`config.mk`:
```
export PLATFORM = sky130hd
export DESIGN_NAME = mie_front
export DESIGN_NICKNAME = d
export VERILOG_FILES = /design/src/rtl/mips_itype_execute_top_defines.svh /design/src/rtl/mie_pkg.sv /design/src/rtl/mie_front.sv
export SDC_FILE = /design/constraint.sdc
export NUM_CORES = 1
export LEC_CHECK = 0
export BUFFER_PORTS_ARGS = -buffer_cell sky130_fd_sc_hd__buf_2
export CAP_MARGIN = 25
export CORE_ASPECT_RATIO = 0.5
export CORE_UTILIZATION = 47
export CTS_BUF_LIST = sky130_fd_sc_hd__clkbuf_8
export DETAILED_ROUTE_END_ITERATION = 12
export GPL_TIMING_DRIVEN = 0
export PLACE_DENSITY = 0.74
export SLEW_MARGIN = 20
export SYNTH_ARGS = -nofsm -noshare
export SYNTH_HDL_FRONTEND = slang
export SYNTH_SLANG_ARGS = --single-unit
```
`constraint.sdc`:
```
create_clock -name clk -period 2.5 [get_ports clk]
set_input_delay 0 -clock clk [delete_from_list [all_inputs] [get_ports clk]]
set_output_delay 0 -clock clk [all_outputs]
set_load 0.02 [all_outputs]
```
`src/rtl/mips_itype_execute_top_defines.svh`:
```
// shared assertion macros for the execute block
`ifndef MIPS_ITYPE_EXECUTE_TOP_DEFINES_SVH
`define MIPS_ITYPE_EXECUTE_TOP_DEFINES_SVH

// implication checked on every rising clock edge outside reset
`define MIE_ASSERT_IMPL(lbl, ante, cons, msg) \
    lbl: assert property (@(posedge clk) disable iff (!rst_n) (ante) |-> (cons)) else $error(msg);

// condition that must never hold outside reset
`define MIE_ASSERT_NEVER(lbl, cond, msg) \
    lbl: assert property (@(posedge clk) disable iff (!rst_n) !(cond)) else $error(msg);

`endif

```
`src/rtl/mie_pkg.sv`:
```
`timescale 1ns / 1ps
`default_nettype none
package mie_pkg;

    localparam int MEM_BYTES_DEF = 1024;
    localparam int OQ_DEPTH      = 4;
    localparam int OQ_CW         = $clog2(OQ_DEPTH + 1);

    typedef enum logic [3:0] {
        CMD_BEQ  = 4'd0,
        CMD_BNE  = 4'd1,
        CMD_ADDI = 4'd2,
        CMD_ANDI = 4'd3,
        CMD_ORI  = 4'd4,
        CMD_NORI = 4'd5,
        CMD_LUI  = 4'd6,
        CMD_SLTI = 4'd7,
        CMD_LW   = 4'd8,
        CMD_LH   = 4'd9,
        CMD_LHU  = 4'd10,
        CMD_LB   = 4'd11,
        CMD_LBU  = 4'd12,
        CMD_SW   = 4'd13,
        CMD_SH   = 4'd14,
        CMD_SB   = 4'd15
    } mie_cmd_t;

    typedef struct packed {
        logic [3:0]  command;
        logic [4:0]  src_reg;
        logic [4:0]  dst_reg;
        logic [15:0] immediate;
    } mie_in_t;

    typedef struct packed {
        logic        write_zero_error;
        logic        number_overflow;
        logic        address_overflow;
        logic        misaligned;
        logic        halt;
        logic        branch_taken;
        logic        reg_written;
        logic        mem_written;
        logic [31:0] result_value;
        logic [31:0] next_pc;
    } mie_out_t;

    typedef struct packed {
        mie_cmd_t    cmd;
        logic [4:0]  rs;
        logic [4:0]  rt;
        logic [15:0] imm;
        logic        is_branch;
        logic        is_alu;
        logic        is_load;
        logic        is_store;
        logic        wr_reg;
    } mie_dec_t;

endpackage
`default_nettype wire

```
`src/rtl/mie_front.sv`:
```
`timescale 1ns / 1ps
`default_nettype none
module mie_front (
    input  wire logic             clk,
    input  wire logic             rst_n,
    input  wire logic             push,
    input  wire mie_pkg::mie_in_t item,
    output logic                  full,
    input  wire logic             issue,
    output mie_pkg::mie_dec_t     head,
    output logic                  head_valid
);

    mie_pkg::mie_dec_t q_reg [2];
    logic              wptr_reg, wptr_next;
    logic              rptr_reg, rptr_next;
    logic [1:0]        cnt_reg, cnt_next;
    mie_pkg::mie_dec_t dec;
    logic              do_push;

    always_comb
    begin
        dec.cmd       = mie_pkg::mie_cmd_t'(item.command);
        dec.rs        = item.src_reg;
        dec.rt        = item.dst_reg;
        dec.imm       = item.immediate;
        dec.is_branch = dec.cmd inside {mie_pkg::CMD_BEQ, mie_pkg::CMD_BNE};
        dec.is_alu    = dec.cmd inside {[mie_pkg::CMD_ADDI:mie_pkg::CMD_SLTI]};
        dec.is_load   = dec.cmd inside {[mie_pkg::CMD_LW:mie_pkg::CMD_LBU]};
        dec.is_store  = dec.cmd inside {[mie_pkg::CMD_SW:mie_pkg::CMD_SB]};
        dec.wr_reg    = dec.is_alu | dec.is_load;
    end

    assign full       = (cnt_reg == 2'd2);
    assign do_push    = push & ~full;
    assign head       = q_reg[rptr_reg];
    assign head_valid = (cnt_reg != 2'd0);

    always_comb
    begin
        wptr_next = wptr_reg ^ do_push;
        rptr_next = rptr_reg ^ issue;
        cnt_next  = cnt_reg + {1'b0, do_push} - {1'b0, issue};
    end

    always_ff @(posedge clk or negedge rst_n)
    begin
        if (!rst_n)
        begin
            wptr_reg <= 1'b0;
            rptr_reg <= 1'b0;
            cnt_reg  <= 2'd0;
        end
        else
        begin
            wptr_reg <= wptr_next;
            rptr_reg <= rptr_next;
            cnt_reg  <= cnt_next;
        end
    end

    always_ff @(posedge clk)
    begin
        if (do_push)
        begin
            q_reg[wptr_reg] <= dec;
        end
    end

endmodule
`default_nettype wire

```
==> flow_summary.toml <==
[die]
fp.coreArea_um2 = 5730
io_pins = 71
rows = 19
die_x_um = 114
die_y_um = 57.8
die_area_um2 = 6570
initial_utilization = 0.511

[sta]
clock.fmax_ghz = 0.609
maxSlewHeadroom = 0.803
post-route-period-util = 0.657
clock_skew_ns = 0.00626
setup_viol = 0
tns_ns = 0
fin_crit_ns = 1.64
rsz0062_at_grt = "no"
worstMarginPinSlew_ns = 0.294
final_max_slew_viol_count = 0
finalHoldViolCount = 0

[place]
portBuffers = 70
dp_hpwl_um = 2990
dp_cells = 291
gp_congestion = 0.627

[global_routing]
grt_util_met2 = 0.293
antenna_found_initial = 0
grt_pass1_vias = 1621
overflow = 0
use_met1 = 0.174
grt_usage = 0.162
grtUsageMet3 = 0.0565
grt_max_degree = 29
grt_pass1_wl_um = 7600
busiest_layer = "met2"

[run_status]
status = "complete, no violations"

[power_and_ir_drop]
power_density_nw_per_um2 = 1130
ir_worst_vdd_mv = 0.612
total_power_mw = 4.49
power.leakage_nw = 1.62

[clock_network]
root_buffer = "clkbuf_8"
clkTransAtPathRegs_ns = 0.07
cts_tree = "done"
cts_buffers = 9
ctsHtreeMaxLevel = 3
cts_buffer_depth = 2
cts_sinks = 74
clock_latency_ns = 0.34
ctsResizeCount = 0
postCtsSetupBuffers = 0
ctsHoldBuffers = 33

[yosys]
synth_async_sr_flop_share = 0.0541
synthCells = 135
synth_nets = 173
yosysUniqueCellTypes = 18
ys_ff_latch = 74
yosysTopAreaCell = "edfxtp_1"
synth_seq_area_share = 0.752
synth_edf_count = 70
ys.flop_type = "edfxtp_1"
syn_avg_cell_area_um2 = 21.7
ys_warn_count = 0
synth.top_cells.by_count = "70 x edfxtp_1, 29 x mux2_4, 6 x mux2_2"
netlist_area_um2 = 2930
ys_top_cells_by_area = "edfxtp_1 72%, mux2_4 15%, dfrtp_1 3.4%"
yosysMostFrequentCell = "edfxtp_1"
synth.top_cell.area_share = 0.718

[routing]
routed_via_density = 4.51
wl_um = 4780
first_pass_iters = 4
dr.first_iter.drc_count = 46
drc_errors = 0
vias = 1534
postRouteAntennaNets = 0
wl_per_cell_um = 14.1

[cells_and_area]
drive_above_1_share = 0.504
area_delta_synth_final_pct = 35.8
diodes = 0
fin_cells = 340
nNetsFinal = 289
largest_register_ffs = 70

[critical_path]
path_cells = "nand2b_1 -> and2_1 -> ha_2 -> buf_12"
startpoint_type = "flop"
worstSetupEndpoint = "q_reg[0][31]"
slowest_stage = "dfrtp_1"
crit_path_max_incr_delay_ns = 0.42
path_class = "reg -> reg"
reg2reg_to = "q_reg[0][31]"
timing.rr.start = "cnt_reg[1]"
worstSetupStartpoint = "cnt_reg[1]"
r2r.worst_path.cells = 4
cp_max_fo = 28
crit_path_end_kind = "flop"
critPathRequiredTime_ns = 2.54
reg2reg_slack_ns = 0.86
arrival_ns = 1.68

[hold_path]
min_path_type = "in -> reg"

[job]
drv_cap = 0
-- area by class of cell --
type / count / area, um^2
tap: 84 / 105
multi-input combinational: 53 / 644
sequential: 74 / 2200
buffer: 4 / 71.3
fill: 394 / 1750
clock buffer: 9 / 124
inverter: 4 / 15.0
clock inverter: 7 / 93.8
timing repair buffer: 105 / 721
-- stage by stage --
stage | hold slack, ns | cell area [um^2] | setup slack (ns) | utilization
3_3_place_gp | -0.192 | 3380 | 0.128 | 0.591
5_1_grt | 0.143 | 3980 | 0.786 | 0.694
3_5_place_dp | -0.190 | 3430 | 0.859 | 0.598
4_1_cts | 0.122 | 3980 | 0.838 | 0.694
2_1_floorplan | -0.296 | 2930 | 0.578 | -
6_report | 0.133 | 3980 | 0.858 | 0.694
-- kinds of logic after synthesis --
| kind of cell | count (synthesis) | share of synthesized area |
|---|---|---|
| flops | 74 | 0.752 |
| mux | 35 | 0.172 |
| simple gates | 9 | 0.0154 |
| buf+inv | 8 | 0.0295 |
| fa+ha+maj | 4 | 0.0171 |
| xor+xnor | 3 | 0.00898 |
| compound gates | 2 | 0.00513 |
-- how the worst min path moves through the flow --
| stage | start | end | slack (ns) | cells past startpoint |
|---|---|---|---|---|
| after global routing | push | wptr_reg | 0.14 | 4 |
| after CTS | push | wptr_reg | 0.12 | 4 |
| after floorplan | rst_n | cnt_reg[0] | -0.30 | 0 |
| after global placement | rst_n | cnt_reg[0] | -0.19 | 1 |
| final | push | wptr_reg | 0.13 | 4 |
| after detailed placement | rst_n | wptr_reg | -0.19 | 1 |
-- metal layers --
metal  up-vias  share of wire
met5         -              0
met4         0          0.014
met3         7          0.041
met2        39           0.54
met1       740           0.40
li1        748              -
-- worst max-delay path: cells and delay by family (launching register included) --
| family | cells | cell delay [ns] |
|---|---|---|
| DFF | 1 | 0.42 |
| and+or+nand+nor | 2 | 0.32 |
| adders and majority gates | 1 | 0.35 |
| buffers and inverters | 1 | 0.23 |
-- cell usage in the layout (no fill, tap or decap), drive strengths merged, types with 2 or more instances in the layout --
cell type / n
bufinv: 2
dfrtp: 4
nor2: 3
ha: 4
clkinv: 4
and2: 2
dlygate4sd3: 33
clkbuf: 9
xnor2: 2
buf: 76
mux2: 35
inv: 4
edfxtp: 70
-- power by group --
group / switching [mW] / internal, mW
combinational: 0.902 / 0.838
sequential: 0.0794 / 1.70
clock: 0.418 / 0.559
(Power assumes the default switching activity.)
