[config.mk]
export PLATFORM = sky130hd
export DESIGN_NAME = mie_outq
export DESIGN_NICKNAME = d
export VERILOG_FILES = /design/src/rtl/mips_itype_execute_top_defines.svh /design/src/rtl/mie_pkg.sv /design/src/rtl/mie_outq.sv
export SDC_FILE = /design/constraint.sdc
export NUM_CORES = 1
export LEC_CHECK = 0
export CORE_MARGIN = 4
export CORE_UTILIZATION = 65
export DETAILED_ROUTE_END_ITERATION = 16
export DONT_BUFFER_PORTS = 1
export HOLD_SLACK_MARGIN = 0.12
export PLACE_DENSITY_LB_ADDON = 0.15
export SETUP_SLACK_MARGIN = 0.1
export SYNTH_ARGS = -nofsm -noshare
export SYNTH_HDL_FRONTEND = slang
export SYNTH_SLANG_ARGS = --single-unit
[constraint.sdc]
create_clock -name clk -period 7.3 [get_ports clk]
set_input_delay 0.73 -clock clk [delete_from_list [all_inputs] [get_ports clk]]
set_output_delay 0.73 -clock clk [all_outputs]
set_load 0.02 [all_outputs]
[src/rtl/mips_itype_execute_top_defines.svh]
// shared assertion macros for the execute block
`ifndef MIPS_ITYPE_EXECUTE_TOP_DEFINES_SVH
`define MIPS_ITYPE_EXECUTE_TOP_DEFINES_SVH

// implication checked on every rising clock edge outside reset
`define MIE_ASSERT_IMPL(lbl, ante, cons, msg) \
    lbl: assert property (@(posedge clk) disable iff (!rst_n) (ante) |-> (cons)) else $error(msg);

// condition that must never hold outside reset
`define MIE_ASSERT_NEVER(lbl, cond, msg) \
    lbl: assert property (@(posedge clk) disable iff (!rst_n) !(cond)) else $error(msg);

`endif

[src/rtl/mie_pkg.sv]
`timescale 1ns / 1ps
`default_nettype none
package mie_pkg;

    localparam int MEM_BYTES_DEF = 1024;
    localparam int OQ_DEPTH      = 4;
    localparam int OQ_CW         = $clog2(OQ_DEPTH + 1);

    typedef enum logic [3:0] {
        CMD_BEQ  = 4'd0,
        CMD_BNE  = 4'd1,
        CMD_ADDI = 4'd2,
        CMD_ANDI = 4'd3,
        CMD_ORI  = 4'd4,
        CMD_NORI = 4'd5,
        CMD_LUI  = 4'd6,
        CMD_SLTI = 4'd7,
        CMD_LW   = 4'd8,
        CMD_LH   = 4'd9,
        CMD_LHU  = 4'd10,
        CMD_LB   = 4'd11,
        CMD_LBU  = 4'd12,
        CMD_SW   = 4'd13,
        CMD_SH   = 4'd14,
        CMD_SB   = 4'd15
    } mie_cmd_t;

    typedef struct packed {
        logic [3:0]  command;
        logic [4:0]  src_reg;
        logic [4:0]  dst_reg;
        logic [15:0] immediate;
    } mie_in_t;

    typedef struct packed {
        logic        write_zero_error;
        logic        number_overflow;
        logic        address_overflow;
        logic        misaligned;
        logic        halt;
        logic        branch_taken;
        logic        reg_written;
        logic        mem_written;
        logic [31:0] result_value;
        logic [31:0] next_pc;
    } mie_out_t;

    typedef struct packed {
        mie_cmd_t    cmd;
        logic [4:0]  rs;
        logic [4:0]  rt;
        logic [15:0] imm;
        logic        is_branch;
        logic        is_alu;
        logic        is_load;
        logic        is_store;
        logic        wr_reg;
    } mie_dec_t;

endpackage
`default_nettype wire

[src/rtl/mie_outq.sv]
`timescale 1ns / 1ps
`default_nettype none
module mie_outq (
    input  wire logic                      clk,
    input  wire logic                      rst_n,
    input  wire logic                      wr,
    input  wire mie_pkg::mie_out_t         wdata,
    input  wire logic                      pop,
    output logic                           empty,
    output mie_pkg::mie_out_t              result,
    output logic [mie_pkg::OQ_CW-1:0]      count
);

    localparam int PW = $clog2(mie_pkg::OQ_DEPTH);

    mie_pkg::mie_out_t          q_reg [mie_pkg::OQ_DEPTH];
    logic [PW-1:0]              wptr_reg, rptr_reg;
    logic [mie_pkg::OQ_CW-1:0]  cnt_reg, cnt_next;
    logic                       do_pop;

    assign empty  = (cnt_reg == '0);
    assign do_pop = pop & ~empty;
    assign result = q_reg[rptr_reg];
    assign count  = cnt_reg;
    assign cnt_next = cnt_reg + mie_pkg::OQ_CW'(wr) - mie_pkg::OQ_CW'(do_pop);

    always_ff @(posedge clk or negedge rst_n)
    begin
        if (!rst_n)
        begin
            wptr_reg <= '0;
            rptr_reg <= '0;
            cnt_reg  <= '0;
        end
        else
        begin
            if (wr)
            begin
                wptr_reg <= wptr_reg + 1'b1;
            end
            if (do_pop)
            begin
                rptr_reg <= rptr_reg + 1'b1;
            end
            cnt_reg <= cnt_next;
        end
    end

    always_ff @(posedge clk)
    begin
        if (wr)
        begin
            q_reg[wptr_reg] <= wdata;
        end
    end

endmodule
`default_nettype wire

==> results of run 1 <==
-- critical path, cell delays in order, from the launching register on --
cell and delay [ns]:
dfrtp_4 0.94, buf_4 0.70, mux4_2 0.70
-- power by group through the flow --
stage	Clock, W	Combinational [W]	Sequential, W
6_report	0.00135	0.00124	0.00248
3_3_place_gp	0	0.00125	0.00249
5_1_grt	0.00145	0.00132	0.00252
2_1_floorplan	0	0.00121	0.00233
3_5_place_dp	0	0.00126	0.00251
4_1_cts	0.00138	0.00127	0.00249
-- synth_stat cells (all sizes together) --
master | n | area (um^2)
xor2 | 1 | 8.76
xnor2 | 4 | 35.0
and2 | 4 | 25.0
buf | 16 | 126
dfrtp | 7 | 175
ha | 6 | 75.1
o21ai | 1 | 5.00
nand2 | 1 | 3.75
inv | 7 | 26.3
fa | 1 | 20.0
mux4 | 72 | 1620
o311ai | 1 | 8.76
o31ai | 1 | 7.51
edfxtp | 288 | 8650
nor3 | 1 | 5.00
-- layout by cell type, fill, tap and decap left out --
cell type      instances
o31ai_1                1
nand2_1                1
dlygate4sd3_1          1
ha_1                   6
fa_1                   1
edfxtp_1             288
o21ai_0                1
clkinv_1               6
and2_4                 4
xnor2_1                4
clkbuf_16             29
inv_1                  7
nor3_1                 1
dfrtp_1                5
mux4_2                72
clkbuf_1              12
clkinv_2               3
bufinv_16              1
xor2_1                 1
buf_4                  1
clkbuf_8               1
dfrtp_4                2
o311ai_0               1
inv_6                  2
-- metrics by stage --
stage / setup WS (ns) / utilization [%] / cells / hold slack, ns / instance area (um^2)
2_1_floorplan: 4.45 / - / 411 / 0.434 / 10800
3_3_place_gp: 4.08 / 68.3 / 612 / 0.435 / 11000
3_5_place_dp: 4.09 / 68.3 / 612 / 0.435 / 11000
4_1_cts: 3.52 / 73.7 / 667 / 0.266 / 11800
5_1_grt: 3.38 / 73.7 / 667 / 0.260 / 11800
6_report: 3.65 / 73.7 / 667 / 0.293 / 11800
-- how the worst max path moves through the flow --
stage / start / endpoint / slack, ns / depth (start not counted)
after floorplan: wr / q_reg[0][0] / 4.45 / 1
after global placement: rptr_reg[0] / result[70] / 4.08 / 2
after detailed placement: rptr_reg[0] / result[63] / 4.09 / 2
after CTS: rptr_reg[0] / result[62] / 3.52 / 2
after global routing: rptr_reg[0] / result[70] / 3.38 / 2
final: rptr_reg[0] / result[70] / 3.65 / 2
-- metal layers --
layer | up-vias | global-route usage (%) | wire, um
met5 | - | 0 | 0
li1 | 1793 | - | -
met2 | 176 | 33.0 | 9420
met4 | 0 | 3.71 | 219
met3 | 18 | 7.79 | 2030
met1 | 2228 | 28.3 | 6930
-- cell families after synthesis --
kind of cell	share of synthesized area, %
xor gates and xnor gates	0.406
muxes	15.0
DFF	81.8
buffers and inverters	1.41
and+or+nand+nor	0.313
adders and majority gates	0.881
AOI/OAI and AO/OA	0.197
-- repair_timing --
| action | in CTS | in global routing |
|---|---|---|
| endpoints found under the setup margin | 0 | 0 |
| hold buffers | 1 | 0 |
| hold endpoints to repair | 7 | 0 |
| setup buffers | 0 | 0 |
-- cell type report --
type / count / area share, %
clock buffers: 42 / 6.63
clock inverters: 12 / 0.719
inverters: 7 / 0.222
multi-input cells: 93 / 15.4
flip-flops and latches: 295 / 74.6
well taps: 216 / 2.28
repair buffers: 2 / 0.148
==> impl_metrics.yaml, run 1 <==
outcome:
  outcome: "finished, final reports clean"
sta:
  timing.setup.tns_ns: 0
  final-hold-violation-count: 0
  grt_setup_unrepaired: "no"
  max_slew.worst_pin.slew_ns: 1.11
  fin_worst_skew_ns: 0.00813
  post-route-period-util_pct: 50.0
  finalCriticalPeriod_ns: 3.65
  clock.fmax_ghz: 0.274
  timing.final.max_slew_violations: 0
  setup_viol_count_final: 0
  timing.max_slew.rel_slack_pct: 26.0
drt:
  ant_nets: 0
  first_pass_iters: 4
  wire_per_inst_um: 27.9
  avgViaCountPerCell: 6.32
  detail_route.wirelength_um: 18600
  detailedRoute.firstIterationViolations: 250
  post-route-drc-count: 0
  route.vias.total: 4215
cells_and_area:
  antenna-diode-count: 0
  final-seq-area_um2: 8830
  number_of_flip_flops_in_the_largest_register: 288
  syn2layout_area_growth_pct: 9.72
  final.fill_count: 871
  number_of_nets_in_the_layout: 511
  multiInputGateArea_um2: 1830
  drive_gt1_share_pct: 25.5
power_and_ir_drop:
  combinationalPowerShare_pct: 24.5
  clockPowerShare_pct: 26.6
  peakVddDrop_mv: 0.338
  p_int_w: 0.00349
  power.share.switching_pct: 31.2
  p_leak_nw: 3.74
  total_power_w: 0.00507
  power.sequential.fraction_pct: 48.9
  power-per-cell-area_nw_per_um2: 428
  total_switching_power_w: 0.00158
clock_network:
  clockBufferDepth: 3
  cts_buffers: 29
  clk-insertion-delay-late_ns: 0.53
  cts_sinks: 295
  post_cts_resized: 0
  cts_tree: "yes"
  clock-root-buffer: "clkbuf_16"
  clk_pin_slew_worst_setup_hold_paths_ns: 0.06
  cts_htree_levels: 1
synthesis:
  synth_sequential_area_ratio_pct: 81.8
  synth_seq_cells: 295
  post_synth_instance_area_um2: 10800
  synth_cells: 411
  synthDistinctLibCells: 17
  synth_fp_nets: 494
  ys_warns: 0
  synthesis.area_per_instance_um2: 26.3
setup_path:
  worst-setup-path-type: "reg -> out"
  timing.critical_path.to_type: "primary output"
  crit-reg2reg-launch: "count[1]"
  r2r_setup_slack_ns: 4.89
  count_of_cells_along_the_worst_register_to_register_path: 9
  worstPathMaxFanout: 40
  critical_path.startpoint_type: "flip-flop"
  timing.critical_path.arrival_ns: 2.92
  required_ns: 6.57
  critical_path.reg2reg.endpoint: "count[2]"
global_route:
  grt_util_all_layers_pct: 20.7
  grt_start_max_net_pins: 74
  global_route.overflow_total: 0
  via_count_of_the_first_global_routing_pass: 4603
  initial_antenna_violation_count: 0
  first_pass_grt_wire_length_um: 28300
worst_hold_path:
  hold-path-endpoint: "wptr_reg[0]"
  holdCritStartpoint: "wr"
  holdCritPathClass: "in -> reg"
  timing.hold.worst_path_depth: 1
die:
  core_um2: 16100
  fp.dieArea_um2: 18700
  fp-row-count: 46
  initial_utilization_pct: 67.2
  die_y_extent_um: 137
  die_width_um: 137
  io_pins: 152
placement:
  buffer_ports.inserted: 0
  detailed_place_hpwl_um: 9710
  place_congestion: 0.709
flow_run:
  max_cap_violations: 0
No activity file was read; power rests on OpenSTA's default activity.
==> run 2, diff against run 1 <==
Settings changed: CORE_UTILIZATION 65 to 56.
Clock period 7.3 ns to 3.3 ns, I/O delays scaled along.
==> run 2 against run 1 <==
Net effect:
- power up 120%
- combinational power rose to 2.5 times the previous value
- global-route usage down 2.9 points
- sequential cell count unchanged
- largest power group unchanged
- via count up 7.2%
- setup slack worse by 2.9 ns
- critical path depth unchanged
- worst hold slack better by 0.023 ns
- final area up 7.7%
- die area up 15%
- sequential share of layout area down 5.4 points
- critical endpoint is now result[32]
==> impl_metrics.yaml, run 2 (synthesized netlist as in run 1, its figures left out) <==
setup_path:
  crit_chain: "buf_4, mux4_2"
  required_ns: 2.97
  critical_path.startpoint_type: "flip-flop"
  count_of_cells_along_the_worst_register_to_register_path: 9
  timing.critical_path.to_type: "primary output"
  r2r_setup_slack_ns: 0.94
  timing.critical_path.arrival_ns: 2.22
  critical-path-max-stage-delay_ns: 0.66
  timing.critical_path.slowest_stage_cell: "mux4_2"
  worstPathMaxFanout: 18
  worst-setup-path-type: "reg -> out"
drt:
  detailedRoute.firstIterationViolations: 224
  detail_route.wirelength_um: 18600
  ant_nets: 0
  wire_per_inst_um: 23.5
  avgViaCountPerCell: 5.71
  route.vias.total: 4520
  post-route-drc-count: 0
  first_pass_iters: 6
cells_and_area:
  layout.cell_area.non_filler_um2: 12800
  antenna-diode-count: 0
  leading_cell_type_in_the_layout_fill_and_taps_excluded: "edfxtp_1"
  layout.cells.most_common_list: "edfxtp_1 (288), dlygate4sd3_1 (76), mux4_2 (72), clkbuf_16 (29), clkinv_1 (14)"
  syn2layout_area_growth_pct: 18.2
  number_of_flip_flops_in_the_largest_register: 288
  number_of_nets_in_the_layout: 594
  drive_gt1_share_pct: 23.5
die:
  initial_utilization_pct: 57.3
  core_um2: 18800
  fp.dieArea_um2: 21600
  die_width_um: 147
  die_y_extent_um: 147
  fp-row-count: 50
  io_pins: 152
sta:
  post-route-period-util_pct: 77.3
  timing.max_slew.rel_slack_pct: 52.5
  max_slew.worst_pin.slew_ns: 0.713
  setup_viol_count_final: 0
  grt_setup_unrepaired: "no"
  fin_worst_skew_ns: 0.0114
  final-hold-violation-count: 0
  finalCriticalPeriod_ns: 2.55
  timing.setup.tns_ns: 0
  clock.fmax_ghz: 0.392
  timing.final.max_slew_violations: 0
worst_hold_path:
  holdCritPathClass: "in -> reg"
  timing.hold.worst_path_depth: 1
clock_network:
  clockBufferDepth: 3
  cts_sinks: 295
  post_cts_resized: 0
  cts_buffers: 29
  cts_tree: "yes"
  clock-root-buffer: "clkbuf_16"
  clk-insertion-delay-late_ns: 0.53
  cts_htree_levels: 1
  clk_pin_slew_worst_setup_hold_paths_ns: 0.06
global_route:
  grtUsageMet1_pct: 22.5
  via_count_of_the_first_global_routing_pass: 5111
  initial_antenna_violation_count: 0
  globalRoute.busiestLayer: "met2"
  first_pass_grt_wire_length_um: 29500
  grtUsageMet2_pct: 31.2
  global_route.overflow_total: 0
  grt.met3_usage_pct: 4.41
  grt_util_all_layers_pct: 17.7
  grt_start_max_net_pins: 46
power_and_ir_drop:
  combinationalPowerShare_pct: 27.8
  peakVddDrop_mv: 0.693
  p_int_w: 0.00778
  power.share.switching_pct: 31.5
  p_leak_nw: 4.11
  total_switching_power_w: 0.00358
  power-per-cell-area_nw_per_um2: 890
  power.sequential.fraction_pct: 46.3
  clockPowerShare_pct: 25.9
placement:
  detailed_place_hpwl_um: 10700
  buffer_ports.inserted: 0
  place_congestion: 0.757
  placedInstanceArea_um2: 11100
outcome:
  outcome: "finished, final reports clean"
flow_run:
  max_cap_violations: 0
==> run 2: changes by cell type in the layout (fill, tap and decap cells not counted), sizes merged <==
| cell | previous run | this run |
|---|---|---|
| buf | 1 | 9 |
| clkbuf | 42 | 29 |
| clkinv | 9 | 19 |
| clkinvlp | 0 | 2 |
| dlygate4sd3 | 1 | 76 |
| inv | 9 | 8 |
==> run 2: final timing paths <==
check | from | endpoint
hold reg to reg | wptr_reg[0] | wptr_reg[0]
max in group asynchronous | rst_n | rptr_reg[0]
setup reg to reg | count[1] | count[2]
min in group asynchronous | rst_n | count[1]
hold / removal | wr | q_reg[2][18]
setup / recovery | rptr_reg[0] | result[32]
==> run 2: critical path: cells and delay by family (launching register included) <==
family,cells,cell delay (ns)
buffers and inverters,1,0.41
muxes,1,0.66
DFF,1,0.60
==> run 2: cell type report <==
type | count | area, um^2
Fill cell | 1166 | 6070
Tap cell | 260 | 325
Timing Repair Buffer | 85 | 891
Inverter | 7 | 26.3
Sequential cell | 295 | 8830
Multi-Input combinational cell | 93 | 1830
Clock inverter | 23 | 131
Clock buffer | 29 | 726
==> run 2: per-stage QoR <==
| stage | power, W | util, % | hold slack (ns) | worst slack, ns | std cells |
|---|---|---|---|---|---|
| 2_1_floorplan | 0.00785 | - | 0.0344 | 0.557 | 411 |
| 4_1_cts | 0.0116 | 67.7 | 0.301 | 0.685 | 792 |
| 6_report | 0.0114 | 67.7 | 0.317 | 0.749 | 792 |
| 5_1_grt | 0.0119 | 67.7 | 0.316 | 0.629 | 792 |
| 3_3_place_gp | 0.00843 | 59.1 | 0.0346 | 1.04 | 664 |
| 3_5_place_dp | 0.00849 | 59.1 | 0.0346 | 0.957 | 664 |
==> run 2: power groups by stage <==
stage                     Sequential, W  Clock [W]  Combinational, W
final                           0.00526    0.00294           0.00316
after global routing            0.00534    0.00320           0.00336
after CTS                       0.00528    0.00302           0.00325
after detailed placement        0.00536          0           0.00313
after global placement          0.00530          0           0.00313
after floorplan                 0.00516          0           0.00269
==> run 2: metal layers <==
metal / vias to the layer above / wire (um)
met5: - / 0
met4: 0 / 344
met3: 29 / 1230
met2: 130 / 9830
met1: 2387 / 7170
li1: 1974 / -
==> run 2: timing repair <==
| action | CTS | global route |
|---|---|---|
| endpoints found under the hold margin | 300 | 0 |
| setup buffers | 0 | 0 |
| hold buffers | 76 | 0 |
==> run 3, diff against run 2 <==
Settings changed: CORE_UTILIZATION 56 to 62.
Clock period 3.3 ns to 2.6 ns, I/O delays scaled along.
==> run 3 against run 2 <==
Net effect:
- count of clock-buffer cells in the layout increased by 1
- via count increased by 1.5%
- non-clock buffer count increased by 5
- die area decreased by 9.2%
- final area increased by 0.60%
- routed wire length increased by 4.7%
- largest power group unchanged
==> impl_metrics.yaml, run 3 (synthesized netlist as in run 1, its figures left out) <==
outcome:
  outcome: "finished, final reports clean"
global_route:
  first_pass_grt_wire_length_um: 30400
  global_route.overflow_total: 0
  via_count_of_the_first_global_routing_pass: 5052
  initial_antenna_violation_count: 2
  grt_util_all_layers_pct: 20.4
  grt_start_max_net_pins: 51
setup_path:
  crit_chain: "o31ai_2, inv_1, ha_1, inv_1, ha_1, inv_1, fa_1, xnor2_1, xnor2_1"
  timing.critical_path.arrival_ns: 2.86
  critical-path-max-stage-delay_ns: 0.49
  worstPathMaxFanout: 5
  timing.critical_path.slowest_stage_cell: "dfrtp_2"
  worst-setup-path-type: "reg -> reg"
  timing.critical_path.mode_cell: "inv_1"
  critical_path.startpoint_type: "flip-flop"
  required_ns: 3.04
  timing.critical_path.to_type: "flip-flop"
clock_network:
  cts.repair_timing.setup_buffer_count: 0
  cts_buffers: 28
  cts_sinks: 295
  clk_pin_slew_worst_setup_hold_paths_ns: 0.06
  clock-root-buffer: "clkbuf_16"
  cts_htree_levels: 1
  clockBufferDepth: 3
  clk-insertion-delay-late_ns: 0.52
  cts_tree: "yes"
sta:
  final-hold-violation-count: 0
  clock.fmax_ghz: 0.414
  max_slew.worst_pin.slew_ns: 0.616
  grt_setup_unrepaired: "no"
  timing.final.max_slew_violations: 0
  timing.max_slew.rel_slack_pct: 58.6
  post-route-period-util_pct: 92.9
  timing.setup.tns_ns: 0
  layout_setup_ws_ns: 0.184
  fin_worst_skew_ns: 0.00670
  finalCriticalPeriod_ns: 2.42
  setup_viol_count_final: 0
placement:
  detailed_place_hpwl_um: 10900
  placement.setup.worst_slack_ns: 0.269
  buffer_ports.inserted: 0
  place_congestion: 0.740
drt:
  post-route-drc-count: 0
  first_pass_iters: 4
  wire_per_inst_um: 25.7
  ant_nets: 0
  detailedRoute.firstIterationViolations: 306
  detail_route.wirelength_um: 19400
  route.vias.total: 4586
  avgViaCountPerCell: 6.05
worst_hold_path:
  holdCritPathClass: "in -> reg"
die:
  core_um2: 16800
  io_pins: 152
  initial_utilization_pct: 64.2
  die_y_extent_um: 140
  fp-row-count: 47
  die_width_um: 140
  fp.dieArea_um2: 19600
cells_and_area:
  number_of_flip_flops_in_the_largest_register: 288
  final_core_utilization_pct: 76.3
  drive_gt1_share_pct: 25.5
  syn2layout_area_growth_pct: 18.9
  number_of_nets_in_the_layout: 598
  leading_cell_type_in_the_layout_fill_and_taps_excluded: "edfxtp_1"
  layout.cells.most_common_list: "edfxtp_1 (288), dlygate4sd3_1 (76), mux4_2 (72), clkbuf_16 (29)"
power_and_ir_drop:
  power-per-cell-area_nw_per_um2: 1150
  peakVddDrop_mv: 0.770
  p_leak_nw: 4.17
flow_run:
  max_cap_violations: 0
==> run 3: cell count changes in the layout (fill, tap and decap cells not counted), moves of 2 or more <==
cell	delta
clkinv_2	+3
buf_12	+2
buf_4	+3
clkinv_1	-6
bufinv_16	+2
==> run 3: worst paths after layout <==
| path | from | end | slack [ns] | cells past startpoint |
|---|---|---|---|---|
| worst max register to register | count[2] | count[2] | 0.18 | 9 |
| max in group asynchronous | rst_n | rptr_reg[1] | 1.72 | 2 |
| min in group asynchronous | rst_n | count[1] | 0.60 | 2 |
| worst min-delay path | wr | q_reg[3][22] | 0.21 | 1 |
| worst min register to register | wptr_reg[0] | wptr_reg[0] | 0.53 | 1 |
| worst max-delay path | count[2] | count[2] | 0.18 | 9 |
==> run 3: repair_timing <==
action | 4_1_cts | 5_1_grt
setup endpoints to repair | 0 | 1
hold buffers | 76 | 0
resized for setup | 0 | 2
hold endpoints to repair | 300 | 0
==> run 3: critical path, delay by kind of cell (launching register included) <==
family	cells	cell delay, ns
fa+ha+maj	3	0.88
flops	1	0.49
xor+xnor	2	0.42
compound gates	1	0.31
buf+inv	3	0.23
==> run 3: final cells by class <==
cell class | count | area (um^2)
tap | 220 | 275
antenna | 1 | 2.50
clock inverter | 22 | 183
timing repair buffer | 90 | 953
multi-input combinational | 93 | 1830
inverter | 7 | 26.3
fill | 924 | 3990
clock buffer | 30 | 729
sequential | 295 | 8830
==> run 3: where the power goes <==
part	switching [W]	internal [W]	leakage, nW	total [W]
clock network	0.00161	0.00232	0.445	0.00393
registers	0.000369	0.00623	2.72	0.00660
logic	0.00264	0.00160	1.00	0.00425
==> run 3: layer usage <==
layer	wire (um)	share of wire, %	track usage [%]	up-vias
li1	-	-	-	1968
met1	7300	38	27.3	2410
met2	10200	53	34.2	174
met3	1580	8.1	5.90	32
met4	316	1.6	4.90	2
met5	7	0.036	0	-
==> run 3: per-stage QoR <==
step	area, um^2	hold slack, ns	total power, W	cells
after floorplan	10800	-0.0356	0.00993	411
after global placement	11200	-0.0353	0.0108	629
after detailed placement	11200	-0.0354	0.0108	629
after CTS	12800	0.202	0.0149	757
after global routing	12800	0.201	0.0155	758
final	12800	0.211	0.0148	758
